**src/sv/rled_pkg.sv**
```systemverilog
// Package for the run-length encoder with decimal counts.
// Holds the shared widths, the closed-run record and the digit helper functions.
// No dependencies.
package rled_pkg;

  localparam int BYTE_W      = 8;
  localparam int LEN_W       = 16;
  localparam int POS_W       = 3;
  localparam int MAX_RUN_DEF = 65535;

  localparam logic [BYTE_W-1:0] ASCII_ZERO = 8'h30;

  // A closed run waiting to be written out as symbol plus decimal digits.
  typedef struct packed {
    logic [BYTE_W-1:0] sym;
    logic [LEN_W-1:0]  len;
    logic              last;
  } run_t;

  typedef struct packed {
    logic [3:0]       d;
    logic [LEN_W:0]   sub;
  } digit_t;

  // Power of ten for a digit position, position 0 being the units.
  function automatic logic [LEN_W:0] pow10(input logic [POS_W-1:0] pos);
    logic [LEN_W:0] p;
    case (pos)
      3'd0:    p = 17'd1;
      3'd1:    p = 17'd10;
      3'd2:    p = 17'd100;
      3'd3:    p = 17'd1000;
      3'd4:    p = 17'd10000;
      default: p = 17'd1;
    endcase
    return p;
  endfunction

  // Position of the leading decimal digit of a nonzero length.
  function automatic logic [POS_W-1:0] top_pos(input logic [LEN_W-1:0] len);
    logic [POS_W-1:0] p;
    if (len >= 16'd10000) begin
      p = 3'd4;
    end else if (len >= 16'd1000) begin
      p = 3'd3;
    end else if (len >= 16'd100) begin
      p = 3'd2;
    end else if (len >= 16'd10) begin
      p = 3'd1;
    end else begin
      p = 3'd0;
    end
    return p;
  endfunction

  // Digit at a position of a remainder known to be below ten times that power,
  // together with the amount to take off the remainder.
  function automatic digit_t digit_at(input logic [LEN_W-1:0] rem,
                                      input logic [POS_W-1:0] pos);
    digit_t         r;
    logic [LEN_W:0] pw;
    logic [LEN_W:0] thr;
    r.d   = '0;
    r.sub = '0;
    pw    = pow10(pos);
    for (int k = 1; k <= 9; k++) begin
      thr = (LEN_W+1)'(k) * pw;
      if ({1'b0, rem} >= thr) begin
        r.d   = 4'(k);
        r.sub = thr;
      end
    end
    return r;
  endfunction

endpackage

```
**src/sv/run_length_encoder_decimal.sv**
```systemverilog
// Run-length encoder with decimal counts: top level joining tracker and emitter.
// Depends on rled_pkg, rled_tracker and rled_emitter.
//
// One byte is taken per transfer and a closed run is written out as its byte
// followed by its length in ASCII decimal, most significant digit first, the
// final digit of a string marked by out_last. Runs longer than MAX_RUN split.
// The input side takes one byte per cycle while the two-entry run queue will be
// empty after that cycle; the output side gives one encoded byte per cycle while
// code_stall is low, and a closed run of length L is written as 1 + (number of
// digits of L) bytes, two to six. Further input bytes therefore wait until the
// emitter has taken the queued runs, which sets the sustained input rate to
// the output byte count of the data. An accepted byte that closes a run is held
// in the run queue and then in the output register before its symbol appears.
module run_length_encoder_decimal #(
  parameter int MAX_RUN = rled_pkg::MAX_RUN_DEF
) (
  input  logic                        clk,
  input  logic                        rst,
  input  logic                        byte_valid,
  output logic                        byte_stall,
  input  logic [rled_pkg::BYTE_W-1:0] in_byte,
  input  logic                        end_of_string,
  output logic                        code_valid,
  input  logic                        code_stall,
  output logic [rled_pkg::BYTE_W-1:0] out_byte,
  output logic                        out_last
);

  rled_pkg::run_t head;
  logic           head_valid;
  logic           pop;

  rled_tracker #(
    .MAX_RUN(MAX_RUN)
  ) u_tracker (
    .clk          (clk),
    .rst          (rst),
    .byte_valid   (byte_valid),
    .byte_stall   (byte_stall),
    .in_byte      (in_byte),
    .end_of_string(end_of_string),
    .head         (head),
    .head_valid   (head_valid),
    .pop          (pop)
  );

  rled_emitter u_emitter (
    .clk       (clk),
    .rst       (rst),
    .head      (head),
    .head_valid(head_valid),
    .pop       (pop),
    .code_valid(code_valid),
    .code_stall(code_stall),
    .out_byte  (out_byte),
    .out_last  (out_last)
  );

endmodule

```
**src/sv/rled_tracker.sv**
```systemverilog
// Run tracker: keeps the open run and closes runs into a two-entry queue.
// Depends on rled_pkg.
module rled_tracker #(
  parameter int MAX_RUN = rled_pkg::MAX_RUN_DEF
) (
  input  logic                        clk,
  input  logic                        rst,
  input  logic                        byte_valid,
  output logic                        byte_stall,
  input  logic [rled_pkg::BYTE_W-1:0] in_byte,
  input  logic                        end_of_string,
  output rled_pkg::run_t              head,
  output logic                        head_valid,
  input  logic                        pop
);

  logic [rled_pkg::BYTE_W-1:0] run_symbol;
  logic [rled_pkg::LEN_W-1:0]  run_length;
  logic                        run_open;

  rled_pkg::run_t q0, q1;
  logic           q0_valid, q1_valid;

  logic                       accept;
  logic                       close_a, close_b, same;
  logic [rled_pkg::LEN_W-1:0] new_len;
  rled_pkg::run_t             run_a, run_b;

  // New bytes are taken only when the queue will be empty after this cycle.
  assign byte_stall = q1_valid || (q0_valid && !pop);
  assign accept     = byte_valid && !byte_stall;

  assign head       = q0;
  assign head_valid = q0_valid;

  always_comb begin
    same    = run_open && (in_byte == run_symbol);
    close_a = run_open && !same;
    new_len = same ? run_length + 1'b1 : rled_pkg::LEN_W'(1);
    close_b = (new_len >= rled_pkg::LEN_W'(MAX_RUN)) || end_of_string;
    run_a.sym  = run_symbol;
    run_a.len  = run_length;
    run_a.last = 1'b0;
    run_b.sym  = in_byte;
    run_b.len  = new_len;
    run_b.last = end_of_string;
  end

  always_ff @(posedge clk) begin
    if (rst) begin
      run_open <= 1'b0;
      q0_valid <= 1'b0;
      q1_valid <= 1'b0;
    end else if (accept) begin
      run_open <= !close_b;
      q0_valid <= close_a || close_b;
      q1_valid <= close_a && close_b;
    end else if (pop) begin
      q0_valid <= q1_valid;
      q1_valid <= 1'b0;
    end
  end

  always_ff @(posedge clk) begin
    if (rst) begin
      run_symbol <= '0;
      run_length <= '0;
    end else if (accept) begin
      run_symbol <= in_byte;
      run_length <= close_b ? '0 : new_len;
    end
  end

  always_ff @(posedge clk) begin
    if (accept) begin
      q0 <= close_a ? run_a : run_b;
      q1 <= run_b;
    end else if (pop) begin
      q0 <= q1;
    end
  end

endmodule

```
**src/sv/rled_emitter.sv**
```systemverilog
// Emitter: writes one closed run out as its symbol and then its decimal digits,
// one byte per transfer, through the output register. Depends on rled_pkg.
module rled_emitter (
  input  logic                        clk,
  input  logic                        rst,
  input  rled_pkg::run_t              head,
  input  logic                        head_valid,
  output logic                        pop,
  output logic                        code_valid,
  input  logic                        code_stall,
  output logic [rled_pkg::BYTE_W-1:0] out_byte,
  output logic                        out_last
);

  logic                        busy;
  logic [rled_pkg::LEN_W-1:0]  rem;
  logic [rled_pkg::POS_W-1:0]  pos;
  logic                        last;
  logic                        advance;
  rled_pkg::digit_t            dg;

  // The output register can take a new byte when empty or when its byte leaves.
  assign advance = !code_valid || !code_stall;
  assign pop     = advance && !busy && head_valid;
  assign dg      = rled_pkg::digit_at(rem, pos);

  always_ff @(posedge clk) begin
    if (rst) begin
      busy       <= 1'b0;
      code_valid <= 1'b0;
    end else if (advance) begin
      code_valid <= busy || head_valid;
      if (busy) begin
        busy <= (pos != '0);
      end else if (head_valid) begin
        busy <= 1'b1;
      end
    end
  end

  always_ff @(posedge clk) begin
    if (advance) begin
      if (busy) begin
        out_byte <= rled_pkg::ASCII_ZERO + {4'b0000, dg.d};
        out_last <= last && (pos == '0);
        rem      <= rem - dg.sub[rled_pkg::LEN_W-1:0];
        pos      <= pos - 1'b1;
      end else if (head_valid) begin
        out_byte <= head.sym;
        out_last <= 1'b0;
        rem      <= head.len;
        pos      <= rled_pkg::top_pos(head.len);
        last     <= head.last;
      end
    end
  end

endmodule

```
**config.mk**
```make
export PLATFORM = sky130hd
export DESIGN_NAME = run_length_encoder_decimal
export DESIGN_NICKNAME = d
export VERILOG_FILES = /design/src/sv/rled_pkg.sv /design/src/sv/run_length_encoder_decimal.sv /design/src/sv/rled_tracker.sv /design/src/sv/rled_emitter.sv
export SDC_FILE = /design/constraint.sdc
export NUM_CORES = 1
export LEC_CHECK = 0
export ABC_CLOCK_PERIOD_IN_PS = 9470
export BUFFER_PORTS_ARGS = -buffer_cell sky130_fd_sc_hd__buf_2
export CAP_MARGIN = 25
export CORE_ASPECT_RATIO = 2
export CORE_UTILIZATION = 65
export CTS_BUF_LIST = sky130_fd_sc_hd__clkbuf_16
export DETAILED_ROUTE_END_ITERATION = 7
export HOLD_SLACK_MARGIN = 0.02
export PLACE_DENSITY = 0.82
export SETUP_SLACK_MARGIN = 0.02
export SYNTH_ARGS = -nofsm -noshare
export SYNTH_HDL_FRONTEND = slang
export SYNTH_SLANG_ARGS = --single-unit
```
**constraint.sdc**
```tcl
create_clock -name clk -period 9.47 [get_ports clk]
set_input_delay 0.4735 -clock clk [delete_from_list [all_inputs] [get_ports clk]]
set_output_delay 0.4735 -clock clk [all_outputs]
set_load 0.02 [all_outputs]
```
==> out/results.txt, run 1 <==
The top-area cell type share of the netlist area works out to 0.236. The main combinational cell family by area after synthesis is compound AO/OA/AOI/OAI gates. Summing internal, switching and leakage power gives 0.00210 W. The die is 90.0 µm wide.

The final worst-path cycle share came out at 0.884. The share of synthesized area occupied by flip-flops and latches is 0.294, and the number of synthesized flops with an enable pin is 79. At the end of routability-driven placement, the weighted congestion stood at 1.04.

The share of the synthesized area in compound gates (AO/OA/AOI/OAI) came out at 0.212. Counting every instance in the synthesized netlist gives 1,168. In this run the critical register-to-register path is captured at u_emitter.rem[15]$_DFFE_PP_. The fraction of the mapped netlist area in adder cells works out to 0.192. The tree is rooted in a sky130_fd_sc_hd__clkbuf_16.

The tools report the count of inserted antenna diode cells as 0. The logs give 53.2 mm for the first-pass GRT wire length and 0 for the post-detailed-route DRC marker count. The path class of the tightest hold or removal check is input pin to flip-flop. At the pin with the least slew margin, the transition time is 1.06 ns.

The simple-gate area share of the yosys netlist was 0.187; the tightest slew margin relative to the limit was 0.284. The average cell area after synthesis is 8.61 µm², and the total global routing track utilization is 0.448. The most frequent cell after synthesis was sky130_fd_sc_hd__ha_1. The slowest stage of the critical path belongs to the cell sky130_fd_sc_hd__ha_1. The logs give 0 for the count of final max-slew check failures and 0.000923 W for the switching power total. The fraction of registers with async set or reset after synthesis is 0. Setup repair after global routing left no endpoint under its margin. The xor/xnor cell area share of the yosys netlist came out at 0.0488. The latest clock arrival within the worst-skew pair was 0.35 ns; the proportion of power drawn by the clock network was 0.189.

The biggest area contributor in the post-synthesis netlist is sky130_fd_sc_hd__edfxtp_1. From bottom edge to top edge, the die measures 178 µm. The routed design has 35.5 mm of wire.

The cell occurring most often along the worst timing path is sky130_fd_sc_hd__ha_1. The remaining number of nets flagged by the antenna check after routing was 0; the initial core utilization was 0.661. By area the synthesized netlist is led by sky130_fd_sc_hd__edfxtp_1 24%, sky130_fd_sc_hd__ha_1 17%, sky130_fd_sc_hd__dfxtp_1 5.8%. The sequential cell fraction of total power was 0.291. The combinational power share was 0.521.

The total power density per cell area came out at 194 nW/µm². The initial antenna violation count is 0, and the shortest clock period the worst path allows after layout is 8.38 ns. The tools report the number of synthesis warnings as 0.

The required time of the worst setup path is 9.64 ns. The first detailed-routing pass ran for 5 iterations. In the final routed layout, each cell accounts on average for 25.4 µm. The flow ran to the end, and the final reports show no timing, DRC or antenna violations. The number of storage elements in the synthesis netlist was 108. Endpoint with the worst hold slack: u_tracker.q1[24]$_DFFE_PP_. The hold-critical path depth came out at 1. Placeable core region: 15,200 µm². At the worst endpoint, the arrival time is 8.55 ns.

The tools report the combined area of all synthesized cells as 10,100 µm². In the routed layout, each cell is associated on average with a via count of 6.79. The number of maximum-capacitance violations was 0; the count of buffers inserted at the top-level ports was 23.

For this block, the via count after detailed routing is 9,480. The count of unique library cells instantiated by Yosys was 87; the fraction of layout cells with a size suffix above 1 was 0.0910. The maximum clock skew at final layout is 0.00770 ns, and the total die area is 16,000 µm². The biggest fanout along the worst timing path is 14, and the buffer count from post-CTS setup fixing is 0. Total clock sinks: 108. Highest cell delay on the worst timing path: 0.50 ns. Sorting the synthesized cells by how often they occur yields 139 x sky130_fd_sc_hd__ha_1, 138 x sky130_fd_sc_hd__nand2_1, 100 x sky130_fd_sc_hd__a21oi_1.

The logs give 0 ns for the accumulated negative setup slack and 1,236 for the count of fill cells added during filler insertion. The startpoint type of the worst setup path was a flip-flop. Hold repair after CTS inserted 0 buffers. For the worst flop-to-flop path, the logic depth is 30. The total CTS buffers is 9.

The number of H-tree levels came out at 3. Synthesis-to-layout area growth: 7.50%. The run gives 0.00118 W as the internal power summed over all cells.

Setup violations remaining at the end of the flow were counted as 0. The detailed-placement wirelength estimate came out at 26.4 mm. Derived from the worst setup path, the maximum achievable clock frequency is 119 MHz. The worst setup slack for register-to-register paths was 1.09 ns.

The violation count after the first detailed-route iteration is 600. Among all flip-flop cells after synthesis, the most frequent one is sky130_fd_sc_hd__edfxtp_1. The pin count of the biggest net entering global routing came out at 73.

After clock tree synthesis, the clock-pin slew on the worst setup and hold paths is 0.08 ns. The number of gates resized after CTS was 0. For the via count of the first global-routing pass, the log shows 9,576. The path type of the worst setup path was flip-flop to flip-flop. The boundary pin count is 24.

The worst register-to-register path begins at u_emitter.pos[0]$_DFFE_PP_. In this run the deepest clock path goes through 2 buffers. In this run the static leakage power is 4.32 nW. For the overflow left after global routing, the log shows 0. The share of total power consumed by net switching came out at 0.440.

The origin of the worst min-delay path is in_byte[7]. The net count of the finished layout is 1,354. For the final number of hold-violating endpoints, the log shows 0. The sort of element at the end of the critical path was a flip-flop.

The post-synthesis mux area share is 0.0190. IR analysis of the VDD net gives a maximum drop of 258 µV. For the number of placement rows, the log shows 64. TritonCTS built the clock tree.
==> cell usage in the layout (no fill, tap or decap), types with 6 or more instances in the layout <==
cell type                     n
sky130_fd_sc_hd__ha_1       139
sky130_fd_sc_hd__nand2_1    137
sky130_fd_sc_hd__a21oi_1    100
sky130_fd_sc_hd__nor2_1      99
sky130_fd_sc_hd__edfxtp_1    79
sky130_fd_sc_hd__o21ai_0     75
sky130_fd_sc_hd__inv_1       57
sky130_fd_sc_hd__xnor2_1     43
sky130_fd_sc_hd__buf_4       35
sky130_fd_sc_hd__nor3_1      30
sky130_fd_sc_hd__dfxtp_1     29
sky130_fd_sc_hd__nand3_1     28
sky130_fd_sc_hd__buf_2       23
sky130_fd_sc_hd__nand4_1     19
sky130_fd_sc_hd__a31oi_1     14
sky130_fd_sc_hd__nor2b_1     13
sky130_fd_sc_hd__xor2_1      13
sky130_fd_sc_hd__and3_1      13
sky130_fd_sc_hd__a21o_1      12
sky130_fd_sc_hd__nand2b_1    10
sky130_fd_sc_hd__o21a_1      10
sky130_fd_sc_hd__nor4_1       9
sky130_fd_sc_hd__o211ai_1     9
sky130_fd_sc_hd__a211o_1      9
sky130_fd_sc_hd__a211oi_1     9
sky130_fd_sc_hd__mux2i_1      9
sky130_fd_sc_hd__o21bai_1     9
sky130_fd_sc_hd__mux2_2       9
sky130_fd_sc_hd__fa_1         9
sky130_fd_sc_hd__clkbuf_16    9
sky130_fd_sc_hd__conb_1       8
sky130_fd_sc_hd__o31ai_1      7
sky130_fd_sc_hd__or3_1        7
sky130_fd_sc_hd__and2_1       6
sky130_fd_sc_hd__o21ai_1      6
==> flip-flops by register name, summed over array words and instances (netlist names), 3 cells and up <==
| signal | cells |
|---|---|
| u_emitter.out_byte | 8 |
| u_emitter.pos | 3 |
| u_emitter.rem | 16 |
| u_tracker.head | 25 |
| u_tracker.q1 | 25 |
| u_tracker.run_length | 16 |
| u_tracker.run_symbol | 8 |
==> worst max-delay path by stage <==
stage / start / cells past startpoint / endpoint
3_3_place_gp: u_emitter.pos[0]$_DFFE_PP_ / 31 / u_emitter.rem[15]$_DFFE_PP_
4_1_cts: u_emitter.pos[0]$_DFFE_PP_ / 31 / u_emitter.rem[15]$_DFFE_PP_
3_5_place_dp: u_emitter.pos[0]$_DFFE_PP_ / 31 / u_emitter.rem[15]$_DFFE_PP_
5_1_grt: u_emitter.pos[0]$_DFFE_PP_ / 30 / u_emitter.rem[15]$_DFFE_PP_
2_1_floorplan: u_emitter.pos[0]$_DFFE_PP_ / 35 / u_emitter.rem[15]$_DFFE_PP_
6_report: u_emitter.pos[0]$_DFFE_PP_ / 30 / u_emitter.rem[15]$_DFFE_PP_
==> critical path, delay by kind of cell, from the launching register on <==
family	cells	cell delay, ns
AO/OA/AOI/OAI	13	3.27
XOR/XNOR	1	0.14
adder cells (fa/ha/maj)	5	1.73
buffers and inverters	2	0.45
flip-flops	1	0.45
AND/OR/NAND/NOR	9	2.18
==> per-stage QoR <==
step           area (µm²)  setup WS (ns)  utilization  hold slack, ns  instances
5_1_grt             10800          0.575        0.711           0.340       1396
6_report            10800           1.09        0.711           0.341       1396
3_3_place_gp        10500           1.55        0.688           0.402       1379
4_1_cts             10800           1.33        0.709           0.340       1395
2_1_floorplan       10100           1.55            -           0.400       1174
3_5_place_dp        10500           1.36        0.688           0.415       1379
==> cell families after synthesis <==
family	after synthesis
xor gates and xnor gates	56
and+or+nand+nor	400
buffers and inverters	112
other	2
DFF	108
adders and majority gates	149
AOI/OAI and AO/OA	323
muxes	18
==> area by class of cell <==
class,count,area (µm²),area share
Clock buffer,9,225,0.0208
Timing Repair Buffer,59,405,0.0375
Tap cell,198,248,0.0229
Inverter,61,229,0.0212
Multi-Input combinational cell,954,6660,0.616
Clock inverter,7,93.8,0.00868
Sequential cell,108,2950,0.273
==> metal layers <==
layer | vias to the layer above | track usage | share of wire
met1 | 4394 | 0.379 | 0.30
met4 | 0 | 0.509 | 0.13
met3 | 251 | 0.109 | 0.069
li1 | 4359 | - | -
met5 | - | 0 | 0
met2 | 476 | 0.798 | 0.50
==> power groups by stage <==
| stage | logic (W) | registers (W) | clock network (W) |
|---|---|---|---|
| floorplan | 0.000723 | 0.000599 | 0 |
| global placement | 0.00102 | 0.000616 | 0 |
| detailed placement | 0.00104 | 0.000617 | 0 |
| CTS | 0.00105 | 0.000607 | 0.000396 |
| global route | 0.00118 | 0.000612 | 0.000410 |
| finish | 0.00109 | 0.000611 | 0.000396 |
(Power assumes the default switching activity.)
==> inputs of run 2 (changes only) <==
--- a/config.mk
+++ b/config.mk
@@ -13,6 +13,7 @@
 export CTS_BUF_LIST = sky130_fd_sc_hd__clkbuf_16
 export DETAILED_ROUTE_END_ITERATION = 7
 export HOLD_SLACK_MARGIN = 0.02
+export MAX_ROUTING_LAYER = met4
 export PLACE_DENSITY = 0.82
 export SETUP_SLACK_MARGIN = 0.02
 export SYNTH_ARGS = -nofsm -noshare
==> out/results.txt, run 2 (same netlist as run 1, synthesis figures left out) <==
The run gives 9,654 (+0.81%) as the via count of the first global-routing pass. Transition time at the pin with the least slew margin: 0.849 ns (-0.213 ns). The number of buffer and inverter stages on the critical path came out at 3 (+1). The count of final max-slew check failures was 0 (unchanged); the total wirelength of the detailed-routed design was 35.4 mm (-0.35%). The boundary pin count is 24 (unchanged). The tightest slew margin relative to the limit is 0.428 (+0.144), and the highest cell delay on the worst timing path is 0.45 ns (-0.05 ns). The peak supply drop was 236 µV (-8.4%). The multi-input logic area was 6660 µm² (unchanged); the latest clock arrival within the worst-skew pair was 0.36 ns (about the same). Buffer count from post-CTS setup fixing: 0 (unchanged). The met3 wirelength from detailed routing was 2.24 mm (-8.0%). The total global routing track utilization came out at 0.462 (+0.0141).

The kind of cell with the highest combined delay on the critical path was compound AO/OA/AOI/OAI gates. The post-detailed-route DRC marker count was 0 (unchanged); the share of the core filled with cells in the final layout was 0.710 (about the same). TritonCTS built the clock tree. The logs give 15,200 µm² (unchanged) for the placeable core region and 3 (unchanged) for the number of H-tree levels. On the critical path, the stage with the largest delay is an instance of sky130_fd_sc_hd__or4_1. Initial antenna violation count: 2 (+2). The tools report the upper clock frequency limit as 121 MHz (+1.1%). Count of buffers inserted at the top-level ports: 23 (unchanged).

For the post-place setup slack, the log shows 1.30 ns (-0.0615 ns). The critical path is of the flip-flop to flip-flop type. The die height was 178 µm (unchanged). The buffer depth of the longest clock path is 2 (unchanged). The required time of the worst setup path came out at 9.57 ns (-0.07 ns).

The flow ran to the end, and the final reports show no timing, DRC or antenna violations. The logs give 8.38 ns (-0.17 ns) for the arrival time at the worst endpoint and 0 ns (unchanged) for the accumulated negative setup slack. For the pin count of the biggest net entering global routing, the log shows 73 (unchanged).

The tools report the clock tree root driver cell as sky130_fd_sc_hd__clkbuf_16. The biggest fanout along the worst timing path is 19 (+5), and the shortest clock period the worst path allows after layout is 8.29 ns (-0.0891 ns). The run gives 10,800 µm² (about the same) as the design area. The first-pass GRT wire length is 53.2 mm (+0.10%), and the detailed-placement wirelength estimate is 26.4 mm (about the same). The detailed-route wire length per cell is 25.3 µm (-0.57%), and the routed via count divided by cell count is 6.93 (+2.1%). The most common cell after layout, fill and taps aside is sky130_fd_sc_hd__ha_1. For the setup violation total in the final timing report, the log shows 0 (unchanged). The maximum clock skew at final layout is 0.00978 ns (+0.00208 ns), and the clock slew at the register clock pins of the worst setup and hold paths is 0.08 ns (about the same). The logs give 0 (unchanged) for the remaining number of nets flagged by the antenna check after routing and 0 (unchanged) for the hold buffer count at cts.

Chip width: 90.0 µm (unchanged). The number of gates resized after CTS is 0 (unchanged). The tools report the sort of element at the end of the critical path as a flip-flop. For the standby leakage power, the log shows 4.32 nW (about the same). For the routed length on met1, the log shows 11.0 mm (+1.3%). The total power density per cell area was 196 nW/µm² (+0.92%). The highest metal layer used by the detailed router was met4.

The logs give 2950 µm² (unchanged) for the area of all sequential standard cells and 17.8 mm (-0.14%) for the detailed-routed wire length on met2. The weighted congestion at the end of routability-driven global placement is 1.06 (+1.6%), and the total die area is 16,000 µm² (unchanged). Overall power after layout: 0.00212 W (+0.87%).

STA classifies the critical path startpoint as a flip-flop. Cell occurring most often along the worst timing path: sky130_fd_sc_hd__ha_1. The logs give 9,697 (+2.3%) for the count of vias placed by the detailed router and 0 (unchanged) for the number of maximum-capacitance violations.

Total CTS buffers: 9 (unchanged). The least setup slack across all paths after layout is 1.18 ns (+0.0891 ns). The final worst-path cycle share is 0.875 (-0.00941), and the synthesis-to-layout area growth is 7.45% (about the same).

In the layout the commonest cells are 139 x sky130_fd_sc_hd__ha_1, 137 x sky130_fd_sc_hd__nand2_1, 100 x sky130_fd_sc_hd__a21oi_1. Count of fill cells added during filler insertion: 1,180 (-4.5%). The total iterations of the first detailed-routing run was 6 (+1).

The number of placement rows is 64 (unchanged). Total clock sinks: 108 (unchanged). Setup repair after global routing left no endpoint under its margin. For the overflow left after global routing, the log shows 0 (unchanged). For the number of nets in the layout, the log shows 1,355 (+0.074%). The final number of hold-violating endpoints was 0 (unchanged). For the initial core utilization, the log shows 0.661 (unchanged). The fraction of layout cells with a size suffix above 1 is 0.0917 (+0.000758), and the violation count after the first detailed-route iteration is 712 (+19%). The tightest min-delay check is of the input pin to flip-flop type. The tools report the instance area after placement as 10,500 µm² (about the same).
==> run 2: routing by layer <==
metal,up-vias,GRT usage
li1,4347,-
met1,4539,0.398
met2,519,0.798
met3,292,0.0938
met4,0,0.493
met5,-,-
==> run 2: worst paths after layout <==
path / from / slack [ns] / cells past startpoint / endpoint
max: u_emitter.pos[0]$_DFFE_PP_ / 1.18 / 34 / u_emitter.rem[15]$_DFFE_PP_
max reg2reg: u_emitter.pos[0]$_DFFE_PP_ / 1.18 / 34 / u_emitter.rem[15]$_DFFE_PP_
min: in_byte[7] / 0.34 / 1 / u_tracker.q1[24]$_DFFE_PP_
min reg2reg: u_tracker.head[0]$_DFFE_PP_ / 0.46 / 0 / u_emitter.last$_DFFE_PP_
==> run 2: metrics by stage <==
step	hold WS (ns)	instances
3_5_place_dp	0.432	1380
4_1_cts	0.334	1396
6_report	0.343	1399
2_1_floorplan	0.400	1174
3_3_place_gp	0.403	1380
5_1_grt	0.343	1399
==> run 2: cell type report <==
cell class	count	share of cell area
inverters	61	0.0212
clock buffers	9	0.0208
diodes	2	0.000463
well taps	198	0.0229
clock inverters	7	0.00822
flip-flops and latches	108	0.273
multi-input cells	954	0.616
repair buffers	60	0.0370
==> run 2: power by group <==
group          total [W]  internal [W]  switching [W]
clock           0.000398      0.000213       0.000185
combinational    0.00111      0.000408       0.000699
sequential      0.000613      0.000557      0.0000565
==> run 2: worst register-to-register path, delay by kind of cell (launching register included) <==
family	cells	cell delay [ns]
xor+xnor	1	0.21
fa+ha+maj	5	1.30
buf+inv	3	0.45
compound gates	18	3.99
simple gates	7	1.65
flops	1	0.44
==> inputs of run 3 (changes only) <==
--- a/config.mk
+++ b/config.mk
@@ -6,15 +6,14 @@
 export NUM_CORES = 1
 export LEC_CHECK = 0
 export ABC_CLOCK_PERIOD_IN_PS = 9470
-export BUFFER_PORTS_ARGS = -buffer_cell sky130_fd_sc_hd__buf_2
+export BUFFER_PORTS_ARGS = -buffer_cell sky130_fd_sc_hd__buf_4
 export CAP_MARGIN = 25
 export CORE_ASPECT_RATIO = 2
-export CORE_UTILIZATION = 65
+export CORE_UTILIZATION = 47
 export CTS_BUF_LIST = sky130_fd_sc_hd__clkbuf_16
 export DETAILED_ROUTE_END_ITERATION = 7
 export HOLD_SLACK_MARGIN = 0.02
 export MAX_ROUTING_LAYER = met4
-export PLACE_DENSITY = 0.82
 export SETUP_SLACK_MARGIN = 0.02
 export SYNTH_ARGS = -nofsm -noshare
 export SYNTH_HDL_FRONTEND = slang
==> out/results.txt, run 3 (same netlist as run 1, synthesis figures left out) <==
The run finished with clean final reports. Total die area: 22,000 µm² (+38%). The biggest fanout along the worst timing path is 12 (-7). The total CTS buffers was 9 (unchanged). The min-delay analysis places its worst path in the category input pin to flip-flop. The least setup slack across all paths after layout was 0.687 ns (-0.497 ns). The run gives 0.340 (-0.122) as the total global routing track utilization. For the number of placement rows, the log shows 75 (+17%). Shortest clock period the worst path allows after layout: 8.78 ns (+0.497 ns). The run gives 9,448 (-2.1%) as the via count of the first global-routing pass. The number of buffer and inverter stages on the critical path works out to 4 (+1).

Slowest stage cell on the critical path: sky130_fd_sc_hd__ha_1. The count of inserted antenna diode cells is 0 (-2), and the setup violation total in the final timing report is 0 (unchanged). The die height is 209 µm (+17%), and the hold buffer count at cts is 0 (unchanged). The arrival time at the worst endpoint was 8.87 ns (+0.49 ns); the accumulated negative setup slack was 0 ns (unchanged). The path type of the worst setup path was flip-flop to flip-flop. The number of H-tree levels was 3 (unchanged); the clock slew at the register clock pins of the worst setup and hold paths was 0.07 ns (about the same).

Setup repair after global routing left no endpoint under its margin. The peak supply drop was 192 µV (-19%); the total power density per cell area was 188 nW/µm² (-4.0%). The final worst-path cycle share works out to 0.927 (+0.0525). For the initial core utilization, the log shows 0.478 (-0.183).

The transition time at the pin with the least slew margin is 0.982 ns (+0.133 ns), and the tightest slew margin relative to the limit is 0.337 (-0.0908). The tools report the startpoint type of the worst setup path as a flip-flop. Leaving out fill and tap cells, the most frequent cells in the layout are 139 x sky130_fd_sc_hd__ha_1, 137 x sky130_fd_sc_hd__nand2_1, 100 x sky130_fd_sc_hd__a21oi_1. STA classifies the critical path endpoint as a flip-flop. The number of maximum-capacitance violations is 0 (unchanged), and the post-place setup slack is 0.827 ns (-0.469 ns). The detailed-placement wirelength estimate is 28.2 mm (+6.8%). TritonCTS built the clock tree. The run gives 0 (unchanged) as the final number of hold-violating endpoints. The run gives 9.56 ns (about the same) as the required time of the worst setup path.

The most common cell after layout, fill and taps aside was sky130_fd_sc_hd__ha_1. Cell occurring most often along the worst timing path: sky130_fd_sc_hd__ha_1. The maximum clock skew at final layout is 0.00908 ns (-0.000699 ns), and the routed via count divided by cell count is 6.24 (-10%).

The pin count of the biggest net entering global routing was 73 (unchanged); the highest cell delay on the worst timing path was 0.51 ns (+0.06 ns). The root buffer cell chosen for the clock tree is sky130_fd_sc_hd__clkbuf_16. The tools report the total iterations of the first detailed-routing run as 5 (-1).

Detailed-route wire length per cell: 23.9 µm (-5.6%). The run gives 21,000 µm² (+38%) as the placeable core region. The run gives 0 (unchanged) as the number of gates resized after CTS. Chip width: 105 µm (+17%).

The count of vias placed by the detailed router came out at 9,167 (-5.5%). Upper clock frequency limit: 114 MHz (-5.7%). Broken down by cell family, the worst path's largest delay share belongs to compound AO/OA/AOI/OAI gates. Overflow left after global routing: 0 (unchanged). The total wirelength of the detailed-routed design was 35.1 mm (-0.84%); the fraction of layout cells with a size suffix above 1 was 0.0917 (about the same).

The number of nets in the layout is 1,356 (+0.074%). Relative to the synthesized area, the layout overhead comes to 8.90%. Weighted congestion at the end of routability-driven global placement: 1.02 (-3.5%). The post-detailed-route DRC marker count was 0 (unchanged); the count of final max-slew check failures was 0 (unchanged). Initial antenna violation count: 0 (-2). Total clock sinks: 108 (unchanged).

The remaining number of nets flagged by the antenna check after routing is 0 (unchanged), and the buffer count from post-CTS setup fixing is 0 (unchanged). The standby leakage power is 4.35 nW (+0.70%), and the count of buffers inserted at the top-level ports is 23 (unchanged). The boundary pin count was 24 (unchanged); the latest clock arrival within the worst-skew pair was 0.35 ns (about the same). The first-pass GRT wire length was 53.7 mm (+0.80%). Buffer depth of the longest clock path: 2 (unchanged). The violation count after the first detailed-route iteration was 377 (-47%).
[run 3: cell count changes in the layout (fill, tap and decap cells not counted), sizes merged]
| cell | delta |
|---|---|
| buf | +1 |
| clkinvlp | -1 |
| diode | -2 |
| inv | +1 |
[run 3: worst register-to-register path, delay by kind of cell, from the launching register on]
| family | cells | cell delay, ns |
|---|---|---|
| simple gates | 9 | 2.28 |
| fa+ha+maj | 5 | 1.72 |
| flops | 1 | 0.41 |
| compound gates | 14 | 3.28 |
| buf+inv | 4 | 0.68 |
| xor+xnor | 1 | 0.17 |
[run 3: power breakdown]
part	leakage, nW	internal, W	switching (W)	total (W)
sequential	1.01	0.000557	0.0000482	0.000605
clock	0.153	0.000206	0.000169	0.000375
combinational	3.19	0.000408	0.000672	0.00108
[run 3: path summary, 6_finish.rpt]
kind	slack, ns	end	cells past startpoint	start
max reg2reg	0.69	u_emitter.rem[15]$_DFFE_PP_	33	u_emitter.pos[0]$_DFFE_PP_
min reg2reg	0.43	u_emitter.last$_DFFE_PP_	0	u_tracker.head[0]$_DFFE_PP_
min	0.33	u_tracker.q1[21]$_DFFE_PP_	1	in_byte[4]
max	0.69	u_emitter.rem[15]$_DFFE_PP_	33	u_emitter.pos[0]$_DFFE_PP_
[run 3: routing by layer]
layer	GRT usage	wire length [µm]
met1	0.290	11200
met2	0.635	19200
met3	0.0399	1370
met4	0.298	3290
met5	-	0
[run 3: cell type report]
class | instances | area [µm²]
Fill cell | 2074 | 10100
Sequential cell | 108 | 2950
Multi-Input combinational cell | 954 | 6660
Timing Repair Buffer | 61 | 478
Inverter | 61 | 229
Clock inverter | 7 | 72.6
Clock buffer | 9 | 225
Tap cell | 269 | 337
[run 3: per-stage QoR]
stage,hold slack (ns),instances,utilization,power [W],area [µm²]
floorplan,0.400,1174,-,0.00132,10100
CTS,0.314,1468,0.520,0.00206,10900
global route,0.318,1469,0.521,0.00219,11000
detailed placement,0.412,1452,0.506,0.00167,10600
global placement,0.402,1452,0.506,0.00167,10600
finish,0.329,1469,0.521,0.00206,11000
